**config.mk**
```make
export PLATFORM = sky130hd
export DESIGN_NAME = accel_gravity_removal_jerk_magnitude_unit_flat
export DESIGN_NICKNAME = d
export VERILOG_FILES = /design/src/rtl/agr_pkg.sv /design/src/rtl/agr_in_if.sv /design/src/rtl/agr_out_if.sv /design/src/rtl/accel_gravity_removal_jerk_magnitude_unit.sv /design/src/rtl/agr_mul.sv /design/src/rtl/agr_isqrt.sv /design/src/flat_wrapper.sv
export SDC_FILE = /design/constraint.sdc
export NUM_CORES = 2
export LEC_CHECK = 0
export ABC_AREA = 1
export BUFFER_PORTS_ARGS = -buffer_cell sky130_fd_sc_hd__buf_4
export CAP_MARGIN = 20
export CORE_ASPECT_RATIO = 2
export CORE_MARGIN = 3
export CORE_UTILIZATION = 59
export DETAILED_ROUTE_END_ITERATION = 16
export GPL_ROUTABILITY_DRIVEN = 0
export PLACE_DENSITY = 0.73
export SKIP_LAST_GASP = 1
export SYNTH_ARGS = -nofsm -noshare
export SYNTH_HDL_FRONTEND = slang
export SYNTH_SLANG_ARGS = --single-unit
export TNS_END_PERCENT = 5
```
**constraint.sdc**
```tcl
create_clock -name clk -period 20.9 [get_ports clk]
set_input_delay 3.135 -clock clk [delete_from_list [all_inputs] [get_ports clk]]
set_output_delay 3.135 -clock clk [all_outputs]
set_load 0.03 [all_outputs]
```
**src/rtl/agr_pkg.sv**
```systemverilog
package agr_pkg;

  // Width of the gravity filter coefficient (Q0.16).
  localparam int ALPHA_W = 16;

  // Coefficient after reset: 0.95 in Q0.16.
  localparam logic [ALPHA_W-1:0] ALPHA_RESET = 16'd62259;

  // One in Q1.16. The sample weight is BETA_ONE minus alpha.
  localparam int BETA_W = ALPHA_W + 1;
  localparam logic [BETA_W-1:0] BETA_ONE = 17'h10000;

  // Narrowest left multiplier operand: beta as a signed value.
  localparam int MUL_A_MIN_W = BETA_W + 1;

  // Width of the result field.
  localparam int JM_W = 18;

endpackage

```
**src/rtl/agr_in_if.sv**
```systemverilog
interface agr_in_if #(
  parameter int SAMPLE_WIDTH = 16
);
  logic                           valid;
  logic                           ready;
  logic signed [SAMPLE_WIDTH-1:0] accel_x;
  logic signed [SAMPLE_WIDTH-1:0] accel_y;
  logic signed [SAMPLE_WIDTH-1:0] accel_z;

  modport source (output valid, output accel_x, output accel_y, output accel_z, input ready);
  modport sink (input valid, input accel_x, input accel_y, input accel_z, output ready);
endinterface

```
**src/rtl/agr_out_if.sv**
```systemverilog
interface agr_out_if;
  logic                        valid;
  logic                        ready;
  logic [agr_pkg::JM_W-1:0]    jerk_magnitude;

  modport source (output valid, output jerk_magnitude, input ready);
  modport sink (input valid, input jerk_magnitude, output ready);
endinterface

```
**src/rtl/accel_gravity_removal_jerk_magnitude_unit.sv**
```systemverilog
// Gravity removal and jerk magnitude for a three-axis accelerometer. Each
// input transfer carries one signed sample per axis. The first sample after
// reset only loads the gravity estimates and gives no result; every later
// sample updates the per-axis gravity low-pass (alpha from cfg_wdata, Q0.16),
// removes it, and returns floor(sqrt(dx^2 + dy^2 + dz^2)) of the change of
// the dynamic vector since the previous sample. One sample is processed at a
// time and in_ch.ready is low while it is in work. A later sample passes
// five sequencer steps per axis around one shared multiplier (gravity
// update product, then the squared change), then one cycle per root bit in
// the bit-serial square root (SAMPLE_WIDTH + 2 bits), a step to see the root
// finish and one to load the output register. A result waits in an output
// register, and the next sample is taken once that register is loaded.
// Write alpha only while the unit is idle.
module accel_gravity_removal_jerk_magnitude_unit #(
  parameter int SAMPLE_WIDTH = 16,
  parameter int FRAC_BITS    = 16
) (
  input  logic                           clk,
  input  logic                           rst_n,
  agr_in_if.sink                         in_ch,
  agr_out_if.source                      out_ch,
  input  logic                           cfg_we,
  input  logic [agr_pkg::ALPHA_W-1:0]    cfg_wdata
);

  localparam int SW     = SAMPLE_WIDTH;
  localparam int GW     = SAMPLE_WIDTH + FRAC_BITS;
  localparam int ROOT_W = SAMPLE_WIDTH + 2;
  localparam int SUM_W  = 2 * ROOT_W;
  localparam int MA_W   = (ROOT_W > agr_pkg::MUL_A_MIN_W) ? ROOT_W : agr_pkg::MUL_A_MIN_W;
  localparam int MB_W   = GW + 1;

  // Sequencer codes.
  localparam logic [2:0] S_IDLE  = 3'd0;
  localparam logic [2:0] S_MULG  = 3'd1;
  localparam logic [2:0] S_ADDG  = 3'd2;
  localparam logic [2:0] S_DIF   = 3'd3;
  localparam logic [2:0] S_MULSQ = 3'd4;
  localparam logic [2:0] S_ACC   = 3'd5;
  localparam logic [2:0] S_ROOT  = 3'd6;
  localparam logic [2:0] S_OUT   = 3'd7;

  localparam logic [1:0] AX_LAST = 2'd2;

  logic [2:0]                     state_r;
  logic [2:0]                     state_nxt;
  logic [1:0]                     ax_r;
  logic [agr_pkg::ALPHA_W-1:0]    alpha_r;
  logic                           primed_r;
  logic signed [GW-1:0]           g_r    [3];
  logic signed [SW:0]             prev_r [3];
  logic signed [SW-1:0]           smp_r  [3];
  logic signed [SW+1:0]           diff_r;
  logic [SUM_W-1:0]               sum_r;
  logic [SUM_W-1:0]               sum_nxt;
  logic                           out_valid_r;
  logic [agr_pkg::JM_W-1:0]       out_data_r;

  logic                           in_xfer;
  logic                           out_free;
  logic [agr_pkg::BETA_W-1:0]     beta;
  logic signed [GW-1:0]           s_big;
  logic signed [MB_W-1:0]         d_ext;
  logic signed [MA_W-1:0]         mul_a;
  logic signed [MB_W-1:0]         mul_b;
  logic signed [MA_W+MB_W-1:0]    prod;
  logic signed [GW-1:0]           g_upd;
  logic signed [SW:0]             dyn;
  logic signed [SW+1:0]           diff;
  logic                           sq_start;
  logic                           sq_done;
  logic [ROOT_W-1:0]              sq_root;

  assign in_xfer  = in_ch.valid && in_ch.ready;
  assign out_free = !out_valid_r || out_ch.ready;

  assign in_ch.ready           = (state_r == S_IDLE);
  assign out_ch.valid          = out_valid_r;
  assign out_ch.jerk_magnitude = out_data_r;

  // Gravity update operands: beta and the distance from gravity to the sample.
  always_comb begin
    beta  = agr_pkg::BETA_ONE - {1'b0, alpha_r};
    s_big = {smp_r[ax_r], {FRAC_BITS{1'b0}}};
    d_ext = {s_big[GW-1], s_big} - {g_r[ax_r][GW-1], g_r[ax_r]};
  end

  // Operand selection for the shared multiplier.
  always_comb begin
    if (state_r == S_MULSQ) begin
      mul_a = MA_W'(diff_r);
      mul_b = MB_W'(diff_r);
    end else begin
      mul_a = $signed(MA_W'(beta));
      mul_b = d_ext;
    end
  end

  agr_mul #(
    .A_W (MA_W),
    .B_W (MB_W)
  ) u_mul (
    .clk    (clk),
    .op_a   (mul_a),
    .op_b   (mul_b),
    .prod_r (prod)
  );

  // Gravity moves by floor(beta * d / 2^16); dynamic value and its change.
  always_comb begin
    g_upd   = g_r[ax_r] + GW'(prod >>> agr_pkg::ALPHA_W);
    dyn     = (SW+1)'(smp_r[ax_r]) - (SW+1)'($signed(g_r[ax_r][GW-1:FRAC_BITS]));
    diff    = (SW+2)'(dyn) - (SW+2)'(prev_r[ax_r]);
    sum_nxt = sum_r + prod[SUM_W-1:0];
  end

  assign sq_start = (state_r == S_ACC) && (ax_r == AX_LAST);

  agr_isqrt #(
    .ROOT_W (ROOT_W)
  ) u_isqrt (
    .clk      (clk),
    .rst_n    (rst_n),
    .start    (sq_start),
    .radicand (sum_nxt),
    .done_r   (sq_done),
    .root_r   (sq_root)
  );

  // Sequencer next state.
  always_comb begin
    state_nxt = state_r;
    unique case (state_r)
      S_IDLE:  if (in_xfer && primed_r) state_nxt = S_MULG;
      S_MULG:  state_nxt = S_ADDG;
      S_ADDG:  state_nxt = S_DIF;
      S_DIF:   state_nxt = S_MULSQ;
      S_MULSQ: state_nxt = S_ACC;
      S_ACC:   state_nxt = (ax_r == AX_LAST) ? S_ROOT : S_MULG;
      S_ROOT:  if (sq_done) state_nxt = S_OUT;
      S_OUT:   if (out_free) state_nxt = S_IDLE;
      default: state_nxt = S_IDLE;
    endcase
  end

  // Control and filter state.
  always_ff @(posedge clk) begin
    if (!rst_n) begin
      state_r     <= S_IDLE;
      ax_r        <= '0;
      alpha_r     <= agr_pkg::ALPHA_RESET;
      primed_r    <= 1'b0;
      out_valid_r <= 1'b0;
      for (int i = 0; i < 3; i++) begin
        g_r[i]    <= '0;
        prev_r[i] <= '0;
      end
    end else begin
      state_r <= state_nxt;
      if (cfg_we) begin
        alpha_r <= cfg_wdata;
      end
      // A new result is offered when none is pending or as the old one leaves; else a taken one clears.
      if (state_r == S_OUT && out_free) begin
        out_valid_r <= 1'b1;
      end else if (out_valid_r && out_ch.ready) begin
        out_valid_r <= 1'b0;
      end
      unique case (state_r)
        S_IDLE: begin
          ax_r <= '0;
          if (in_xfer && !primed_r) begin
            primed_r <= 1'b1;
            g_r[0]   <= {in_ch.accel_x, {FRAC_BITS{1'b0}}};
            g_r[1]   <= {in_ch.accel_y, {FRAC_BITS{1'b0}}};
            g_r[2]   <= {in_ch.accel_z, {FRAC_BITS{1'b0}}};
          end
        end
        S_ADDG: g_r[ax_r] <= g_upd;
        S_DIF:  prev_r[ax_r] <= dyn;
        S_ACC:  if (ax_r != AX_LAST) ax_r <= ax_r + 2'd1;
        default: ;
      endcase
    end
  end

  // Payload registers.
  always_ff @(posedge clk) begin
    if (in_xfer) begin
      smp_r[0] <= in_ch.accel_x;
      smp_r[1] <= in_ch.accel_y;
      smp_r[2] <= in_ch.accel_z;
      sum_r    <= '0;
    end
    if (state_r == S_DIF) begin
      diff_r <= diff;
    end
    if (state_r == S_ACC) begin
      sum_r <= sum_nxt;
    end
    if (state_r == S_OUT && out_free) begin
      out_data_r <= agr_pkg::JM_W'(sq_root);
    end
  end

endmodule

```
**src/rtl/agr_mul.sv**
```systemverilog
// Shared signed multiplier with a registered product.
module agr_mul #(
  parameter int A_W = 18,
  parameter int B_W = 33
) (
  input  logic                     clk,
  input  logic signed [A_W-1:0]    op_a,
  input  logic signed [B_W-1:0]    op_b,
  output logic signed [A_W+B_W-1:0] prod_r
);

  // One product per cycle; the product is registered and appears in the cycle after its operands.
  always_ff @(posedge clk) begin
    prod_r <= op_a * op_b;
  end

endmodule

```
**src/rtl/agr_isqrt.sv**
```systemverilog
// Bit-serial floor square root: one root bit per cycle, restoring form.
module agr_isqrt #(
  parameter int ROOT_W = 18
) (
  input  logic                  clk,
  input  logic                  rst_n,
  input  logic                  start,
  input  logic [2*ROOT_W-1:0]   radicand,
  output logic                  done_r,
  output logic [ROOT_W-1:0]     root_r
);

  localparam int CNT_W = $clog2(ROOT_W + 1);

  logic                  busy_r;
  logic [CNT_W-1:0]      cnt_r;
  logic [2*ROOT_W-1:0]   rad_r;
  logic [ROOT_W+1:0]     rem_r;
  logic [ROOT_W+1:0]     rem_sh;
  logic [ROOT_W+1:0]     trial;
  logic                  ge;

  // Bring down the next two radicand bits and try the next root bit.
  always_comb begin
    rem_sh = {rem_r[ROOT_W-1:0], rad_r[2*ROOT_W-1 -: 2]};
    trial  = {root_r, 2'b01};
    ge     = (rem_sh >= trial);
  end

  // Control state.
  always_ff @(posedge clk) begin
    if (!rst_n) begin
      busy_r <= 1'b0;
      done_r <= 1'b0;
      cnt_r  <= '0;
    end else begin
      done_r <= 1'b0;
      if (start) begin
        busy_r <= 1'b1;
        cnt_r  <= CNT_W'(ROOT_W);
      end else if (busy_r) begin
        cnt_r <= cnt_r - CNT_W'(1);
        if (cnt_r == CNT_W'(1)) begin
          busy_r <= 1'b0;
          done_r <= 1'b1;
        end
      end
    end
  end

  // Datapath; the root holds its value once the iteration ends.
  always_ff @(posedge clk) begin
    if (start) begin
      rad_r  <= radicand;
      rem_r  <= '0;
      root_r <= '0;
    end else if (busy_r) begin
      rad_r  <= rad_r << 2;
      rem_r  <= ge ? (rem_sh - trial) : rem_sh;
      root_r <= {root_r[ROOT_W-2:0], ge};
    end
  end

endmodule

```
**src/flat_wrapper.sv**
```systemverilog
// flat-port wrapper written by rule: the top's interface ports become plain ports
module accel_gravity_removal_jerk_magnitude_unit_flat 
#(
  parameter int SAMPLE_WIDTH = 16,
  parameter int FRAC_BITS    = 16
)
  (clk, rst_n, cfg_we, cfg_wdata, in_ch_valid, in_ch_accel_x, in_ch_accel_y, in_ch_accel_z, in_ch_ready, out_ch_valid, out_ch_jerk_magnitude, out_ch_ready);
  agr_in_if #(.SAMPLE_WIDTH(SAMPLE_WIDTH)) in_ch_i ();
  agr_out_if out_ch_i ();
  input  logic clk;
  input  logic rst_n;
  input  logic cfg_we;
  input  logic [agr_pkg::ALPHA_W-1:0] cfg_wdata;
  input wire logic [$bits(in_ch_i.valid)-1:0] in_ch_valid;
  input wire logic [$bits(in_ch_i.accel_x)-1:0] in_ch_accel_x;
  input wire logic [$bits(in_ch_i.accel_y)-1:0] in_ch_accel_y;
  input wire logic [$bits(in_ch_i.accel_z)-1:0] in_ch_accel_z;
  output wire logic [$bits(in_ch_i.ready)-1:0] in_ch_ready;
  output wire logic [$bits(out_ch_i.valid)-1:0] out_ch_valid;
  output wire logic [$bits(out_ch_i.jerk_magnitude)-1:0] out_ch_jerk_magnitude;
  input wire logic [$bits(out_ch_i.ready)-1:0] out_ch_ready;
  assign in_ch_i.valid = in_ch_valid;
  assign in_ch_i.accel_x = in_ch_accel_x;
  assign in_ch_i.accel_y = in_ch_accel_y;
  assign in_ch_i.accel_z = in_ch_accel_z;
  assign in_ch_ready = in_ch_i.ready;
  assign out_ch_valid = out_ch_i.valid;
  assign out_ch_jerk_magnitude = out_ch_i.jerk_magnitude;
  assign out_ch_i.ready = out_ch_ready;
  accel_gravity_removal_jerk_magnitude_unit #(.SAMPLE_WIDTH(SAMPLE_WIDTH), .FRAC_BITS(FRAC_BITS)) u_core (.clk(clk), .rst_n(rst_n), .in_ch(in_ch_i), .out_ch(out_ch_i), .cfg_we(cfg_we), .cfg_wdata(cfg_wdata));
endmodule
```
======== After elaboration in Yosys (flattened, before gate mapping) ========
Memories as Yosys holds them, arrays and structs flattened. A register that Yosys moved wholly into a read port is not among the register bits.
Cells that the tools add are included.
cells by class
  $add $sub $neg .......................... 9
  shift operators ......................... 0
  divide/modulo/power cells ............... 0
  eq/ne operators ......................... 14
  bitwise logic cells ..................... 5
  order comparisons ....................... 1
  reductions and logical operators ........ 21
  $mul .................................... 1
  muxes and demuxes ....................... 50
operators with widths
  kind                                                                    count
  36-bit two-way mux                                                      4
  32-bit two-way mux                                                      4
  18-bit by 33-bit multiplier with 48-bit output                          1
  36-bit adder                                                            1
  18-bit two-way mux                                                      2
  33-bit two-way mux                                                      1
  32-bit by 32-bit subtractor with 33-bit output                          1
  32-bit adder                                                            1
  32-bit OR reduction                                                     1
  3-bit one-hot mux with 8 select lines                                   1
  1-bit two-way mux                                                       21
  20-bit >= comparator                                                    1
  2-bit two-way mux                                                       9
  17-bit by 17-bit subtractor with 18-bit output                          1
  18-bit subtractor                                                       1
  17-bit two-way mux                                                      1
  17-bit OR reduction                                                     1
  16-bit by 16-bit subtractor with 17-bit output                          1
  17-bit by 16-bit subtractor with 17-bit output (first input constant)   1
  3-bit equality test (second input constant)                             4
  3-bit two-way mux                                                       4
  5-bit two-way mux                                                       2
  2-bit nonzero test                                                      4
  3-bit by 2-bit equality test with 1-bit output (second input constant)  2
  other kinds (18)                                                        31
word-level totals
  bits in read-only memories .............. 0
  bits in writable memories ............... 195
  bits in latches ......................... 0
  register bits ........................... 222
  memories kept ........................... 3
  input bits .............................. 69
memory list
  name           depth  width  rd ports  clocked after memory_dff  write ports  RTL line                                         RTL
  u_core.g_r     3      32     1         1                         3            accel_gravity_removal_jerk_magnitude_unit.sv:50  logic signed [GW-1:0] g_r [3];
  u_core.prev_r  3      17     1         1                         3            accel_gravity_removal_jerk_magnitude_unit.sv:51  logic signed [SW:0] prev_r [3];
  u_core.smp_r   3      16     1         1                         3            accel_gravity_removal_jerk_magnitude_unit.sv:52  logic signed [SW-1:0] smp_r [3];

======== Depth between registers and ports, before layout ========
  depth in word-level cells ............... 9
  gate-level depth with buffers ........... 45
  depth with buffers taken out ............ 39

======== Cells and area by module ========
From an unflattened synthesis, not the netlist that was laid out.
unflattened totals
  cell total of the unflattened synthesis .. 6,277
  area total of the unflattened synthesis .. 49,153.4 sq um
by module, submodules not included
  module                                     area an instance (sq um)  cells an instance  times used
  agr_mul                                    23,445.0                  3,149              1
  accel_gravity_removal_jerk_magnitude_unit  21,423.0                  2,558              1
  agr_isqrt                                  4,285.4                   570                1

======== Least setup slack after synthesis ========
OpenSTA, ideal clock, no wires.
  path type ............................... flip-flop to flip-flop
  from .................................... register (tool-made name)
  to ...................................... register u_core.u_mul.prod_r[46]
  arrival time ............................ 8.388 ns
  cell stages (with the launch flop) ...... 45
  period minus slack after synthesis ...... 8.460 ns
  data required time ...................... 20.828 ns
  buffers on the path ..................... 7
  setup slack ............................. 12.440 ns
  path through ............................ dfxtp_1 > buf_6 > inv_4 > buf_6 > buf_6 > clkbuf_1 > clkbuf_1 > nand2_1 > a32oi_1 > inv_1 > ha_1 > clkbuf_1 > nand2_1 > nor2_1 > nand2_1 > nand2_1 > inv_1 > o21bai_1 > [... 9 more ...] > inv_1 > fa_1 > inv_1 > fa_1 > fa_1 > inv_1 > fa_1 > inv_1 > ha_1 > nand2_1 > nor2_1 > inv_1 > nor4_1 > nand3_1 > nand3_1 > nand2_1 > o2111ai_1 > xor2_1
RTL lines
  what                    RTL line       RTL
  end signal: assignment  agr_mul.sv:14  prod_r <= op_a * op_b;
  end: declaration        agr_mul.sv:9   output logic signed [A_W+B_W-1:0] prod_r

==> flow_metrics.tcl <==
set metrics [dict create \
    status "completed" \
    viasPerCell 5.930 \
    ys_warn_count 0 \
    ctsHoldBuffers 0 \
    clockBufferDepth 3 \
    slew_violations 0 \
    rrSetupSlack_ns 10.34 \
    wl_per_cell_um 23.93 \
    cap_violations 0 \
    syn_inst 5242 \
    synth_edf_count 352 \
    synth_top_area_share 0.2435 \
    die_h_um 397.5 \
    ys_seq_area_frac 0.2851 \
    h-tree-depth 2 \
    reg2regPathDepth 35 \
    cp_max_fo 66 \
    min-delay-start "u_core.u_isqrt.rem_r[17]" \
    final-setup-viol-count 0 \
    drc 0 \
    insertion_delay_ns 0.63 \
    ys_types 69 \
    root_buffer "clkbuf_16" \
    hold_path_depth 2 \
    track_usage 0.3838 \
    tritoncts "done" \
    ios 89 \
    min_to "u_core.u_isqrt.rem_r[17]" \
    cp-end-kind "flip-flop" \
    synth_flop_cell "edfxtp_1" \
    synth_seq_cells 468 \
    dp_hpwl_um 117600 \
    synth.area.top_cells "fa_1 (24%), edfxtp_1 (23%), inv_1 (8.4%)" \
    cts.sinks 468 \
    wl_um 151400 \
    min_period_ns 10.56 \
    final_hold_viol_count 0 \
    min_path_type "reg2reg" \
    max_stage_delay_ns 0.76 \
    dieWidth_um 201.8 \
    reg2reg_to "u_core.u_mul.prod_r[47]" \
    cts_setup_buffers 0 \
    max_freq_mhz 94.67 \
    start_util 0.5946 \
    num_vias 37500 \
    core.rowCount 143 \
    fin_nets 6136 \
    rsz0062_at_grt "no" \
    cts_resized 0 \
    port_buffers 88 \
    fin_setup_tns_ns 0 \
    cpMaxStageDelayCell "fa_1" \
    numCtsBuffers 44 \
    required_ns 21.39 \
    grt_overflow 0 \
    area_growth_pct 6.785 \
    grt_max_degree 85 \
    worst_pin_slew_ns 1.172 \
    postRouteAntennaNets 0 \
    synth_area_leader_cell "fa_1" \
    avgSynthCellArea_um2 8.626 \
    grt_pass1_vias 39560 \
    clk_pin_slew_worst_paths_ns 0.07 \
    crit_arrival_ns 11.05 \
    fin_worst_skew_ns 0.04649 \
    netlist_area_um2 45220 \
    synth_most_common_cell "inv_1" \
    cpMostUsedCell "inv_1" \
    grt_pass1_wl_um 228100 \
    grt_antenna_before_repair 10 \
    drt_iter0_drc 3227 \
    layout-drive-gt1-share 0.06526 \
    cp-start-kind "flip-flop" \
    synthArstFlopShare 0 \
    dr.pass1.iters 6 \
    synthTopCellsByCount "inv_1 (1012), nand2_1 (960), nor2_1 (599), fa_1 (550), edfxtp_1 (352)" \
    relSlewSlack 0.2103 \
    finalCritPeriodShare 0.5054 \
    fp.coreArea_um2 76040 \
    dieArea_um2 80200 \
    crit_type "reg2reg" \
]
[logic make-up after synthesis]
group           after synthesis  synth area share
flops                       468            0.2851
buf+inv                    1199            0.1018
xor+xnor                    189           0.03694
fa+ha+maj                   797            0.3119
simple gates               1920            0.1766
compound gates              667           0.08750
other cells                   2         0.0001661
[layout by cell type, fill, tap and decap left out, types with 12 or more instances in the layout]
| master | Yosys | final |
|---|---|---|
| a21o_1 | 18 | 18 |
| a21oi_1 | 289 | 287 |
| a22o_1 | 12 | 12 |
| a22oi_1 | 17 | 17 |
| a31oi_1 | 23 | 23 |
| a32o_1 | 19 | 19 |
| a32oi_1 | 15 | 15 |
| buf_4 | 5 | 129 |
| clkbuf_16 | 0 | 45 |
| clkinv_1 | 9 | 14 |
| clkinv_2 | 0 | 13 |
| conb_1 | 2 | 13 |
| dfxtp_1 | 116 | 115 |
| edfxtp_1 | 352 | 352 |
| fa_1 | 550 | 550 |
| ha_1 | 247 | 247 |
| inv_1 | 1012 | 1011 |
| inv_2 | 17 | 18 |
| nand2_1 | 960 | 959 |
| nand2_2 | 25 | 25 |
| nand3_1 | 202 | 202 |
| nand4_1 | 21 | 21 |
| nor2_1 | 599 | 594 |
| nor2_2 | 39 | 41 |
| nor3_1 | 21 | 21 |
| o21ai_0 | 181 | 181 |
| o21bai_1 | 19 | 19 |
| xnor2_1 | 64 | 64 |
| xor2_1 | 123 | 123 |
[area by class of cell]
type                       instances  area, um^2
multi-input combinational       3586       27810
fill                            6584       27760
sequential                       468       12900
inverter                        1039        3902
tap                             1015        1270
clock buffer                      46        1109
timing repair buffer             131        1021
clock inverter                    32       255.2
antenna                            7       17.52
[flip-flops by register name (all words and copies together), names as in the netlist, named ones only]
| name | cells |
|---|---|
| u_core.alpha_r | 16 |
| u_core.ax_r | 2 |
| u_core.diff_r | 18 |
| u_core.g_r | 128 |
| u_core.out_ch.jerk_magnitude | 18 |
| u_core.out_ch.valid | 1 |
| u_core.prev_r | 68 |
| u_core.primed_r | 1 |
| u_core.smp_r | 48 |
| u_core.state_r | 3 |
| u_core.sum_r | 36 |
| u_core.u_isqrt.busy_r | 1 |
| u_core.u_isqrt.cnt_r | 5 |
| u_core.u_isqrt.done_r | 1 |
| u_core.u_isqrt.rad_r | 36 |
| u_core.u_isqrt.rem_r | 18 |
| u_core.u_isqrt.root_r | 18 |
| u_core.u_mul.prod_r | 48 |
[critical path: cells and delay by family, from the launching register on]
family	cells	cell delay, ns
AOI/OAI and AO/OA	5	1.33
xor gates and xnor gates	1	0.34
buffers and inverters	10	2.01
adders and majority gates	8	4.26
and+or+nand+nor	11	2.07
DFF	1	0.30
[worst max path at each step]
stage / from / to / cells past startpoint
6_report: flip-flop / u_core.u_mul.prod_r[47] / 35
5_1_grt: flip-flop / u_core.u_mul.prod_r[46] / 39
2_1_floorplan: flip-flop / u_core.u_mul.prod_r[46] / 44
3_5_place_dp: flip-flop / u_core.u_mul.prod_r[46] / 39
4_1_cts: flip-flop / u_core.u_mul.prod_r[46] / 39
3_3_place_gp: flip-flop / u_core.u_mul.prod_r[46] / 39
[through the flow]
stage | util | cells | setup slack (ns) | hold slack (ns) | cell area, um^2
floorplan | - | 5253 | 12.44 | 0.4308 | 45260
global placement | 0.6161 | 6237 | 10.88 | 0.4498 | 46850
detailed placement | 0.6165 | 6238 | 10.78 | 0.4505 | 46880
CTS | 0.6344 | 6316 | 10.72 | 0.4611 | 48240
global route | 0.6348 | 6318 | 9.982 | 0.4796 | 48270
finish | 0.6350 | 6324 | 10.34 | 0.4618 | 48280
[layer usage]
metal | vias to the layer above | part of all wire | GRT usage
li1 | 16470 | - | -
met1 | 17970 | 0.29 | 0.3604
met2 | 2105 | 0.50 | 0.6639
met3 | 951 | 0.086 | 0.1000
met4 | 4 | 0.13 | 0.3748
met5 | - | 0.00017 | 0
Power is left out: the tool's default activity adds up to more than one toggle a clock period on the data nets, which glitch-free logic cannot reach.
